`src/sv/upper_envelope_line_store_top_macros.svh`:
```
// ----------------------------------------------------------------------------
// upper envelope line store assertion macros
// shared property shorthands for the controller and the datapath
// ----------------------------------------------------------------------------
`ifndef UPPER_ENVELOPE_LINE_STORE_TOP_MACROS_SVH
`define UPPER_ENVELOPE_LINE_STORE_TOP_MACROS_SVH

// same-cycle implication on clk_i, off while rst_ni is low
`define UELS_ASSERT_IMP(lbl, ante, cons, msg) \
  lbl: assert property (@(posedge clk_i) disable iff (!rst_ni) (ante) |-> (cons)) \
    else $error(msg);

// next-cycle implication on clk_i, off while rst_ni is low
`define UELS_ASSERT_NXT(lbl, ante, cons, msg) \
  lbl: assert property (@(posedge clk_i) disable iff (!rst_ni) (ante) |=> (cons)) \
    else $error(msg);

`endif

```
`src/sv/uels_pkg.sv`:
```
// ----------------------------------------------------------------------------
// uels_pkg
// types, widths and codes shared by the upper envelope line store
// ----------------------------------------------------------------------------
`default_nettype none

package uels_pkg;

  // field widths
  localparam int LINE_K_W    = 32;
  localparam int LINE_B_W    = 61;
  localparam int X_W         = 31;
  localparam int VAL_W       = 63;
  localparam int STAT_W      = 3;
  localparam int ISECT_W     = 62;
  localparam int DEN_W       = 33;
  localparam int DEF_MAX_LINES = 256;

  // stream packing
  localparam int IN_K_LSB    = 0;
  localparam int IN_B_LSB    = IN_K_LSB + LINE_K_W;
  localparam int IN_X_LSB    = IN_B_LSB + LINE_B_W;
  localparam int IN_FIELDS_W = IN_X_LSB + X_W;
  localparam int IN_DATA_W   = ((IN_FIELDS_W + 7) / 8) * 8;
  localparam int IN_USER_W   = 1;
  localparam int OUT_DATA_W  = ((VAL_W + 7) / 8) * 8;
  localparam int OUT_USER_W  = STAT_W;

  typedef struct packed {
    logic signed [LINE_K_W-1:0] k;
    logic signed [LINE_B_W-1:0] b;
  } line_t;

  localparam int LINE_W = $bits(line_t);

  typedef enum logic [STAT_W-1:0] {
    ST_QUERY_OK = 3'd0,
    ST_KEPT     = 3'd1,
    ST_DROPPED  = 3'd2,
    ST_FULL     = 3'd3,
    ST_EMPTY    = 3'd4
  } stat_e;

  typedef enum logic [2:0] {
    RA_POS, RA_POS_M1, RA_R0, RA_I, RA_I_M1, RA_I_P1, RA_SRC
  } raddr_e;

  typedef enum logic [1:0] {
    LS_HOLD, LS_RAM, LS_NEW, LS_NEXT
  } lsrc_e;

  typedef enum logic [1:0] {
    PR_AM, PR_MC, PR_AC
  } pair_e;

  typedef enum logic [1:0] {
    CX_PRE, CX_LEFT, CX_RIGHT
  } ctx_e;

  typedef enum logic [4:0] {
    S_IDLE, S_DISP, S_SCAN, S_SCAN_CHK, S_PRE, S_PRE_A, S_PRE_C,
    S_L_INIT, S_L_CHK, S_L_A, S_L_M, S_R_INIT, S_RT_CHK, S_RT_M, S_RT_C,
    S_RED1, S_RED1W, S_RED2, S_RED2W, S_TOT, S_MV_RD, S_MV_WR, S_MV_END,
    S_Q_RA, S_Q_LA, S_Q_CHK, S_Q_LC, S_Q_DIV, S_Q_WAIT, S_Q_MUL, S_Q_ADD,
    S_FIN
  } state_e;

  typedef struct packed {
    logic   take;
    logic   pos_clr;
    logic   pos_inc;
    logic   eq_clr;
    logic   eq_ld;
    raddr_e raddr;
    lsrc_e  ld_a;
    lsrc_e  ld_m;
    lsrc_e  ld_c;
    logic   div_start;
    pair_e  pair;
    logic   save_t1;
    logic   i_ld_pos_m1;
    logic   i_ld_r0;
    logic   i_clr;
    logic   i_dec;
    logic   i_inc;
    logic   lk_set;
    logic   lk_zero;
    logic   mv_del;
    logic   mv_ins;
    logic   mv_step;
    logic   wr_mv;
    logic   wr_new;
    logic   n_total;
    logic   n_dec;
    logic   val_ld;
    logic   out_load;
    stat_e  out_status;
  } cmd_t;

  typedef struct packed {
    logic kind;
    logic n_zero;
    logic pos_lt_n;
    logic pos_ge1;
    logic r0_lt_n;
    logic eq;
    logic i_ge1;
    logic i_p1_lt_n;
    logic slope_lt;
    logic slope_eq;
    logic icpt_ge;
    logic div_done;
    logic red;
    logic x_lt;
    logic total_gt_max;
    logic mv_cnt_zero;
    logic out_busy;
  } sts_t;

endpackage

`default_nettype wire

```
`src/sv/uels_ctrl.sv`:
```
// ----------------------------------------------------------------------------
// uels_ctrl
// controller: sequences search, redundancy tests, pruning moves and queries
// ----------------------------------------------------------------------------
`default_nettype none

`include "upper_envelope_line_store_top_macros.svh"

module uels_ctrl
  import uels_pkg::*;
(
  input  wire logic clk_i,
  input  wire logic rst_ni,
  input  wire logic in_valid_i,
  output logic      in_ready_o,
  input  wire sts_t sts_i,
  output cmd_t      cmd_o
);

  state_e state_q, state_d;
  ctx_e   ctx_q, ctx_d;
  logic   ins_q, ins_d;
  stat_e  stat_q, stat_d;

  // state register
  always_ff @(posedge clk_i or negedge rst_ni) begin
    if (!rst_ni) begin
      state_q <= S_IDLE;
      ctx_q   <= CX_PRE;
      ins_q   <= 1'b0;
      stat_q  <= ST_QUERY_OK;
    end else begin
      state_q <= state_d;
      ctx_q   <= ctx_d;
      ins_q   <= ins_d;
      stat_q  <= stat_d;
    end
  end

  assign in_ready_o = (state_q == S_IDLE);

  // next state and commands
  always_comb begin
    state_d = state_q;
    ctx_d   = ctx_q;
    ins_d   = ins_q;
    stat_d  = stat_q;
    cmd_o   = '0;
    case (state_q)
      S_IDLE: begin
        if (in_valid_i) begin
          cmd_o.take = 1'b1;
          state_d    = S_DISP;
        end
      end
      S_DISP: begin
        if (sts_i.kind) begin
          if (sts_i.n_zero) begin
            stat_d  = ST_EMPTY;
            state_d = S_FIN;
          end else begin
            cmd_o.i_clr = 1'b1;
            state_d     = S_Q_RA;
          end
        end else begin
          cmd_o.pos_clr = 1'b1;
          state_d       = S_SCAN;
        end
      end
      // find the first slope not below the new one
      S_SCAN: begin
        if (sts_i.pos_lt_n) begin
          cmd_o.raddr = RA_POS;
          state_d     = S_SCAN_CHK;
        end else begin
          cmd_o.eq_clr = 1'b1;
          state_d      = S_PRE;
        end
      end
      S_SCAN_CHK: begin
        if (sts_i.slope_lt) begin
          cmd_o.pos_inc = 1'b1;
          state_d       = S_SCAN;
        end else if (sts_i.slope_eq && sts_i.icpt_ge) begin
          stat_d  = ST_DROPPED;
          state_d = S_FIN;
        end else begin
          cmd_o.eq_ld = 1'b1;
          state_d     = S_PRE;
        end
      end
      // is the new line hidden by its neighbors
      S_PRE: begin
        if (sts_i.pos_ge1 && sts_i.r0_lt_n) begin
          cmd_o.raddr = RA_POS_M1;
          state_d     = S_PRE_A;
        end else begin
          state_d = S_L_INIT;
        end
      end
      S_PRE_A: begin
        cmd_o.ld_a  = LS_RAM;
        cmd_o.ld_m  = LS_NEW;
        cmd_o.raddr = RA_R0;
        state_d     = S_PRE_C;
      end
      S_PRE_C: begin
        cmd_o.ld_c = LS_RAM;
        ctx_d      = CX_PRE;
        state_d    = S_RED1;
      end
      // redundancy test of the middle line
      S_RED1: begin
        cmd_o.div_start = 1'b1;
        cmd_o.pair      = PR_AM;
        state_d         = S_RED1W;
      end
      S_RED1W: begin
        cmd_o.pair = PR_AM;
        if (sts_i.div_done) begin
          cmd_o.save_t1 = 1'b1;
          state_d       = S_RED2;
        end
      end
      S_RED2: begin
        cmd_o.div_start = 1'b1;
        cmd_o.pair      = PR_MC;
        state_d         = S_RED2W;
      end
      S_RED2W: begin
        cmd_o.pair = PR_MC;
        if (sts_i.div_done) begin
          case (ctx_q)
            CX_PRE: begin
              if (sts_i.red) begin
                if (sts_i.eq) begin
                  cmd_o.mv_del = 1'b1;
                  cmd_o.n_dec  = 1'b1;
                  ins_d        = 1'b0;
                  state_d      = S_MV_RD;
                end else begin
                  stat_d  = ST_DROPPED;
                  state_d = S_FIN;
                end
              end else begin
                state_d = S_L_INIT;
              end
            end
            CX_LEFT: begin
              if (sts_i.red) begin
                cmd_o.i_dec = 1'b1;
                state_d     = S_L_CHK;
              end else begin
                cmd_o.lk_set = 1'b1;
                state_d      = S_R_INIT;
              end
            end
            CX_RIGHT: begin
              if (sts_i.red) begin
                cmd_o.i_inc = 1'b1;
                state_d     = S_RT_CHK;
              end else begin
                state_d = S_TOT;
              end
            end
            default: state_d = S_IDLE;
          endcase
        end
      end
      // prune on the left, nearest first
      S_L_INIT: begin
        if (sts_i.pos_ge1) begin
          cmd_o.i_ld_pos_m1 = 1'b1;
          state_d           = S_L_CHK;
        end else begin
          cmd_o.lk_zero = 1'b1;
          state_d       = S_R_INIT;
        end
      end
      S_L_CHK: begin
        if (sts_i.i_ge1) begin
          cmd_o.raddr = RA_I_M1;
          state_d     = S_L_A;
        end else begin
          cmd_o.lk_set = 1'b1;
          state_d      = S_R_INIT;
        end
      end
      S_L_A: begin
        cmd_o.ld_a  = LS_RAM;
        cmd_o.raddr = RA_I;
        state_d     = S_L_M;
      end
      S_L_M: begin
        cmd_o.ld_m = LS_RAM;
        cmd_o.ld_c = LS_NEW;
        ctx_d      = CX_LEFT;
        state_d    = S_RED1;
      end
      // prune on the right
      S_R_INIT: begin
        cmd_o.i_ld_r0 = 1'b1;
        state_d       = S_RT_CHK;
      end
      S_RT_CHK: begin
        if (sts_i.i_p1_lt_n) begin
          cmd_o.raddr = RA_I;
          state_d     = S_RT_M;
        end else begin
          state_d = S_TOT;
        end
      end
      S_RT_M: begin
        cmd_o.ld_m  = LS_RAM;
        cmd_o.ld_a  = LS_NEW;
        cmd_o.raddr = RA_I_P1;
        state_d     = S_RT_C;
      end
      S_RT_C: begin
        cmd_o.ld_c = LS_RAM;
        ctx_d      = CX_RIGHT;
        state_d    = S_RED1;
      end
      S_TOT: begin
        if (sts_i.total_gt_max) begin
          stat_d  = ST_FULL;
          state_d = S_FIN;
        end else begin
          cmd_o.mv_ins = 1'b1;
          ins_d        = 1'b1;
          state_d      = S_MV_RD;
        end
      end
      // entry move, one read and one write per entry
      S_MV_RD: begin
        if (sts_i.mv_cnt_zero) begin
          state_d = S_MV_END;
        end else begin
          cmd_o.raddr = RA_SRC;
          state_d     = S_MV_WR;
        end
      end
      S_MV_WR: begin
        cmd_o.wr_mv   = 1'b1;
        cmd_o.mv_step = 1'b1;
        state_d       = S_MV_RD;
      end
      S_MV_END: begin
        if (ins_q) begin
          cmd_o.wr_new  = 1'b1;
          cmd_o.n_total = 1'b1;
          stat_d        = ST_KEPT;
        end else begin
          stat_d = ST_DROPPED;
        end
        state_d = S_FIN;
      end
      // query: walk the envelope until x lies left of the next crossing
      S_Q_RA: begin
        cmd_o.raddr = RA_I;
        state_d     = S_Q_LA;
      end
      S_Q_LA: begin
        cmd_o.ld_a = LS_RAM;
        state_d    = S_Q_CHK;
      end
      S_Q_CHK: begin
        if (sts_i.i_p1_lt_n) begin
          cmd_o.raddr = RA_I_P1;
          state_d     = S_Q_LC;
        end else begin
          state_d = S_Q_MUL;
        end
      end
      S_Q_LC: begin
        cmd_o.ld_c = LS_RAM;
        state_d    = S_Q_DIV;
      end
      S_Q_DIV: begin
        cmd_o.div_start = 1'b1;
        cmd_o.pair      = PR_AC;
        state_d         = S_Q_WAIT;
      end
      S_Q_WAIT: begin
        cmd_o.pair = PR_AC;
        if (sts_i.div_done) begin
          if (sts_i.x_lt) begin
            state_d = S_Q_MUL;
          end else begin
            cmd_o.ld_a  = LS_NEXT;
            cmd_o.i_inc = 1'b1;
            state_d     = S_Q_CHK;
          end
        end
      end
      S_Q_MUL: begin
        state_d = S_Q_ADD;
      end
      S_Q_ADD: begin
        cmd_o.val_ld = 1'b1;
        stat_d       = ST_QUERY_OK;
        state_d      = S_FIN;
      end
      // hand the result to the output register
      S_FIN: begin
        if (!sts_i.out_busy) begin
          cmd_o.out_load   = 1'b1;
          cmd_o.out_status = stat_q;
          state_d          = S_IDLE;
        end
      end
      default: state_d = S_IDLE;
    endcase
  end

  `UELS_ASSERT_IMP(a_out_free, cmd_o.out_load, (!sts_i.out_busy), "result overwrites pending item")
  `UELS_ASSERT_IMP(a_done_waited, sts_i.div_done, (state_q == S_RED1W || state_q == S_RED2W || state_q == S_Q_WAIT), "intersection done outside a wait state")

endmodule

`default_nettype wire

```
`config.mk`:
```
export PLATFORM = sky130hd
export DESIGN_NAME = uels_ctrl
export DESIGN_NICKNAME = d
export VERILOG_FILES = /design/src/sv/uels_pkg.sv /design/src/sv/uels_ctrl.sv
export VERILOG_INCLUDE_DIRS = /design/src /design/src/sv
export SDC_FILE = /design/constraint.sdc
export NUM_CORES = 1
export LEC_CHECK = 0
export ABC_AREA = 1
export ABC_CLOCK_PERIOD_IN_PS = 1800
export BUFFER_PORTS_ARGS = -buffer_cell sky130_fd_sc_hd__buf_2
export CAP_MARGIN = 15
export CELL_PAD_IN_SITES_DETAIL_PLACEMENT = 2
export CELL_PAD_IN_SITES_GLOBAL_PLACEMENT = 2
export CORE_AREA = 2 2 87 89
export CTS_BUF_LIST = sky130_fd_sc_hd__clkbuf_8 sky130_fd_sc_hd__clkbuf_16
export CTS_CLUSTER_SIZE = 25
export DETAILED_ROUTE_END_ITERATION = 6
export DIE_AREA = 0 0 89 91
export MAX_ROUTING_LAYER = met4
export PLACE_DENSITY_LB_ADDON = 0.1
export SYNTH_ARGS = -nofsm -noshare
export SYNTH_HDL_FRONTEND = slang
export SYNTH_SLANG_ARGS = --single-unit
export TNS_END_PERCENT = 100
```
`constraint.sdc`:
```
create_clock -name clk_i -period 1.8 [get_ports clk_i]
set_clock_uncertainty 0.2 [all_clocks]
set_input_delay 0.09 -clock clk_i [delete_from_list [all_inputs] [get_ports clk_i]]
set_output_delay 0.09 -clock clk_i [all_outputs]
set_load 0.02 [all_outputs]
```
* Yosys cells after proc, flatten, opt, wreduce, memory -nomap -nowiden
Cells that the tools add are included.
** Word-level totals
- Register bits after elaboration :: 11
- Latch bits :: 0
- Bits in writable memories :: 0
- Memory bits (read-only) :: 0
- Input port bits :: 20
- Logic and storage cells :: 172
- Memories kept :: 0
** Operators by class
- $add $sub $neg :: 0
- Multipliers :: 0
- Div/mod/pow operators :: 0
- Magnitude comparators :: 0
- Equal/unequal tests :: 48
- Shift-type cells :: 0
- Muxes and demuxes :: 101
- Bitwise operators :: 0
- Reduce and logical (&&, ||, !) cells :: 19
** Operators with widths (count)
- one-hot mux 5 bit (29 select lines) :: 1
- equality test 5 bit, second input constant :: 16
- two-way mux 5 bit :: 11
- two-way mux 3 bit :: 16
- two-way mux 1 bit :: 45
- equality test 5 x 4 -> 1 bit, second input constant :: 8
- inequality test 2 bit, second input constant :: 14
- two-way mux 2 bit :: 12
- one-hot mux 3 bit (8 select lines) :: 1
- equality test 5 x 3 -> 1 bit, second input constant :: 4
- two-way mux 4 bit :: 5
- one-hot mux 3 bit (6 select lines) :: 1
- one-hot mux 5 bit (3 select lines) :: 1
- one-hot mux 2 bit (2 select lines) :: 3
- one-hot mux 2 bit (3 select lines) :: 2
- OR reduction 3 bit :: 4
- equality test 5 x 2 -> 1 bit, second input constant :: 2
- AND reduction 10 bit :: 1
- OR reduction 2 bit :: 5
- one-hot mux 1 bit (2 select lines) :: 3
- AND reduction 6 bit :: 1
- nonzero test 6 bit :: 1
- equality test 5 x 1 -> 1 bit, second input constant :: 1
- logical NOT 5 bit :: 1
- other kinds (8) :: 9

* Logic depth before layout (Yosys ltp)
- Depth after elaboration :: 5
- Gate-level depth with buffers :: 13
- Depth with buffers taken out :: 12

* Worst setup path before layout
OpenSTA, ideal clock, no wires.
- Path kind :: register to output
- Start :: register state_q[2]
- End :: output port cmd_o[11] (netlist bit)
- Arrival :: 1.780 ns
- Setup slack :: -0.270 ns
- Cell stages (with the launch flop) :: 7
- Buffers on the path :: 1
- Path through :: dfrtp_1 nor2_1 nand2_2 nor2_4 inv_4 nor3_1 buf_4
** RTL lines
- start, declared :: line uels_ctrl.sv:20 : state_e state_q, state_d;
- start signal, assigned :: line uels_ctrl.sv:33 : state_q <= state_d;
- end, declared :: line uels_ctrl.sv:17 : output cmd_t cmd_o

==> summary.txt <==
Floorplanning
  • Initial core utilization: 0.234
  • Die W: 89 µm
  • Row cnt: 31
  • CORE AREA: 7140 µm²
  • Die ar.: 8100 µm²
  • Die H: 91 µm
  • # IOs: 58

Drt
  • Via density: 5.10
  • Antenna-violating nets left: 0
  • TritonRoute pass-1 iters: 4
  • Total wire length: 13.1 mm
  • Remaining DRCs: 0
  • Initial DRC count: 128
  • Vias: 2719
  • Routed len/inst: 24.6 µm

Layout
  • Layout area overhead: 103%
  • Commonest non-fill, non-tap cell in the layout: buf_4
  • Fill count: 851
  • Cell area after layout: 3400 µm²
  • Layout Cells excl Fill: 533
  • Share of cells above drive strength 1: 0.604
  • N_diodes: 0
  • Most frequent cells in the layout: 71 x buf_4, 57 x nand2_1, 39 x buf_6
  • Layout Nets: 455
  • Final cell utilization of the core: 0.476

Yosys
  • YS warnings: 0
  • Post-synthesis sequential area ratio: 0.165
  • Cells after Synth: 296
  • Syn Nets: 316
  • Mapped Area: 1670 µm²
  • Count of cell types in the netlist: 31
  • Mean post-synth cell area: 5.65 µm²
  • #FFs+latches synth: 11

Min path
  • Hold WC Path Type: primary input to asynchronous set/reset pin

Placed design
  • Dpl ws: -0.200 ns
  • RD Place Congestion: 0.873
  • Post-DP Area: 2450 µm²
  • Final HPWL DP: 7.28 mm
  • Dpl cells: 493
  • I/O Buffers: 57

Setup path
  • CP required: 1.51 ns
  • Worst flop-to-flop path startpoint: state_q[3]
  • Startpoint types: flop
  • Reg2Reg Capture Point: state_q[0]
  • Worst r2r path cells: 11
  • Setup crit start: state_q[3]
  • Crit path capture: cmd_o[21]
  • Critical Path AT: 1.86 ns
  • CP Class: flop to output port
  • Endpoint class of the critical path: output port
  • Largest fanout on the critical path: 4
  • Reg2reg setup slack: -0.31 ns

STA
  • Least-Margin Pin Slew: 0.572 ns
  • Final Hold Viols: 0
  • # setup viols final: 45
  • Normalized max-slew margin: 0.618
  • Setup TNS Final: -8.20 ns
  • Max Slew Vio Count: 0
  • Final period util: 1.19
  • Fmax achieved: 465 MHz
  • RSZ-0062 raised after global routing: yes
  • Crit path time final: 2.15 ns
  • Final worst slack: -0.350 ns

CTS
  • CTS Buffer Depth: 2
  • Num CTS Buffers: 3
  • CTS tree: done
  • Root buffer cell: clkbuf_8
  • CTS clock-pin slew for the worst setup and hold paths: 0.08 ns
  • Htree depth: 1
  • Skew-Pair Late Insertion Delay: 0.26 ns
  • Sink Count: 11

Global routing
  • First-pass GRT wire length: 15.2 mm
  • GRT Util Overall: 0.258
  • Pin count of the biggest net entering global routing: 12
  • Vias in the first global route: 2700
  • Gr ovfl total: 0
  • Initial antenna violation count: 0

Power
  • Max IR drop VDD: 0.626 mV
  • Cell Pwr Density: 1620 nW/µm²
  • Leak pwr: 0.00184 µW

Flow run
  • Max_cap viols: 0

Run status
  • Status: complete, but fails checks
  • Violated checks: negative setup slack
==> cell families (layout without fill, tap and decap cells) <==
family	after synthesis	count (layout)	synth area share
and+or+nand+nor	202	202	0.597
buffers and inverters	60	198	0.150
AOI/OAI and AO/OA	23	23	0.0883
DFF	11	11	0.165
==> area by class of cell <==
class / count / area, µm² / area share
well taps: 99 / 124 / 0.0365
clock inverters: 1 / 3.75 / 0.00111
multi-input cells: 225 / 1530 / 0.450
clock buffers: 3 / 41.3 / 0.0122
repair buffers: 142 / 1210 / 0.356
inverters: 52 / 213 / 0.0626
flip-flops and latches: 11 / 280 / 0.0825
==> per-stage QoR <==
step | power, µW | hold WS, ns
4_1_cts | 4570 | 0.0625
2_1_floorplan | 2210 | -0.406
5_1_grt | 5720 | 0.107
6_report | 5500 | 0.0740
3_3_place_gp | 3460 | -0.197
3_5_place_dp | 3530 | -0.194
==> what timing repair did <==
item                                   CTS  global route
hold buffers                             2             0
gates resized for setup                106            72
endpoints found under the hold margin   12             0
buffers inserted                        25            13
setup endpoints to repair               46            46
pin swaps                               18            31
==> state kept, by name, summed over array words and instances (netlist names) <==
name	count
ctx_q	2
stat_q	3
state_q	5
ins_q	1
==> cells in the mapped netlist, drive strengths merged <==
cell type / count / area (µm²)
nor3: 4 / 20.0
buf: 8 / 52.6
dfrtp: 11 / 275
a31oi: 1 / 6.26
o32ai: 1 / 8.76
or2: 1 / 6.26
a21oi: 4 / 20.0
nor3b: 1 / 7.51
nand3: 27 / 150
o211ai: 3 / 22.5
nor2: 68 / 345
o31ai: 2 / 15.0
nand4: 7 / 43.8
o2111ai: 1 / 8.76
nand2: 91 / 405
inv: 52 / 198
nand3b: 1 / 7.51
o41ai: 1 / 8.76
nor4: 2 / 12.5
o21ai: 10 / 57.6
==> per-layer routing <==
layer	global-route usage	up-vias	routed length, µm
li1	-	1205	-
met1	0.313	1370	5150
met2	0.453	109	6770
met3	0.0218	35	641
met4	0.0697	0	550
met5	-	-	0
==> how the worst min path moves through the flow <==
stage                      to  slack [ns]
floorplan            ctx_q[0]       -0.41
global placement    stat_q[0]       -0.20
detailed placement  stat_q[1]       -0.19
CTS                     ins_q        0.06
global route        stat_q[0]        0.11
finish               ctx_q[0]        0.07
==> critical path: stages (launching register included) <==
cell     delay, ns
dfrtp_2       0.47
inv_4         0.08
nor2_1        0.18
buf_4         0.17
nand2_1       0.12
nor2_1        0.19
inv_1         0.11
nand2_1       0.10
buf_2         0.17
==> power breakdown <==
group / leakage (µW) / internal, µW / switching [µW] / total [µW]
Clock: 0.0000269 / 152 / 151 / 303
Combinational: 0.00168 / 1820 / 2800 / 4620
Sequential: 0.000132 / 374 / 203 / 577
No activity file was read; power rests on OpenSTA's default activity.
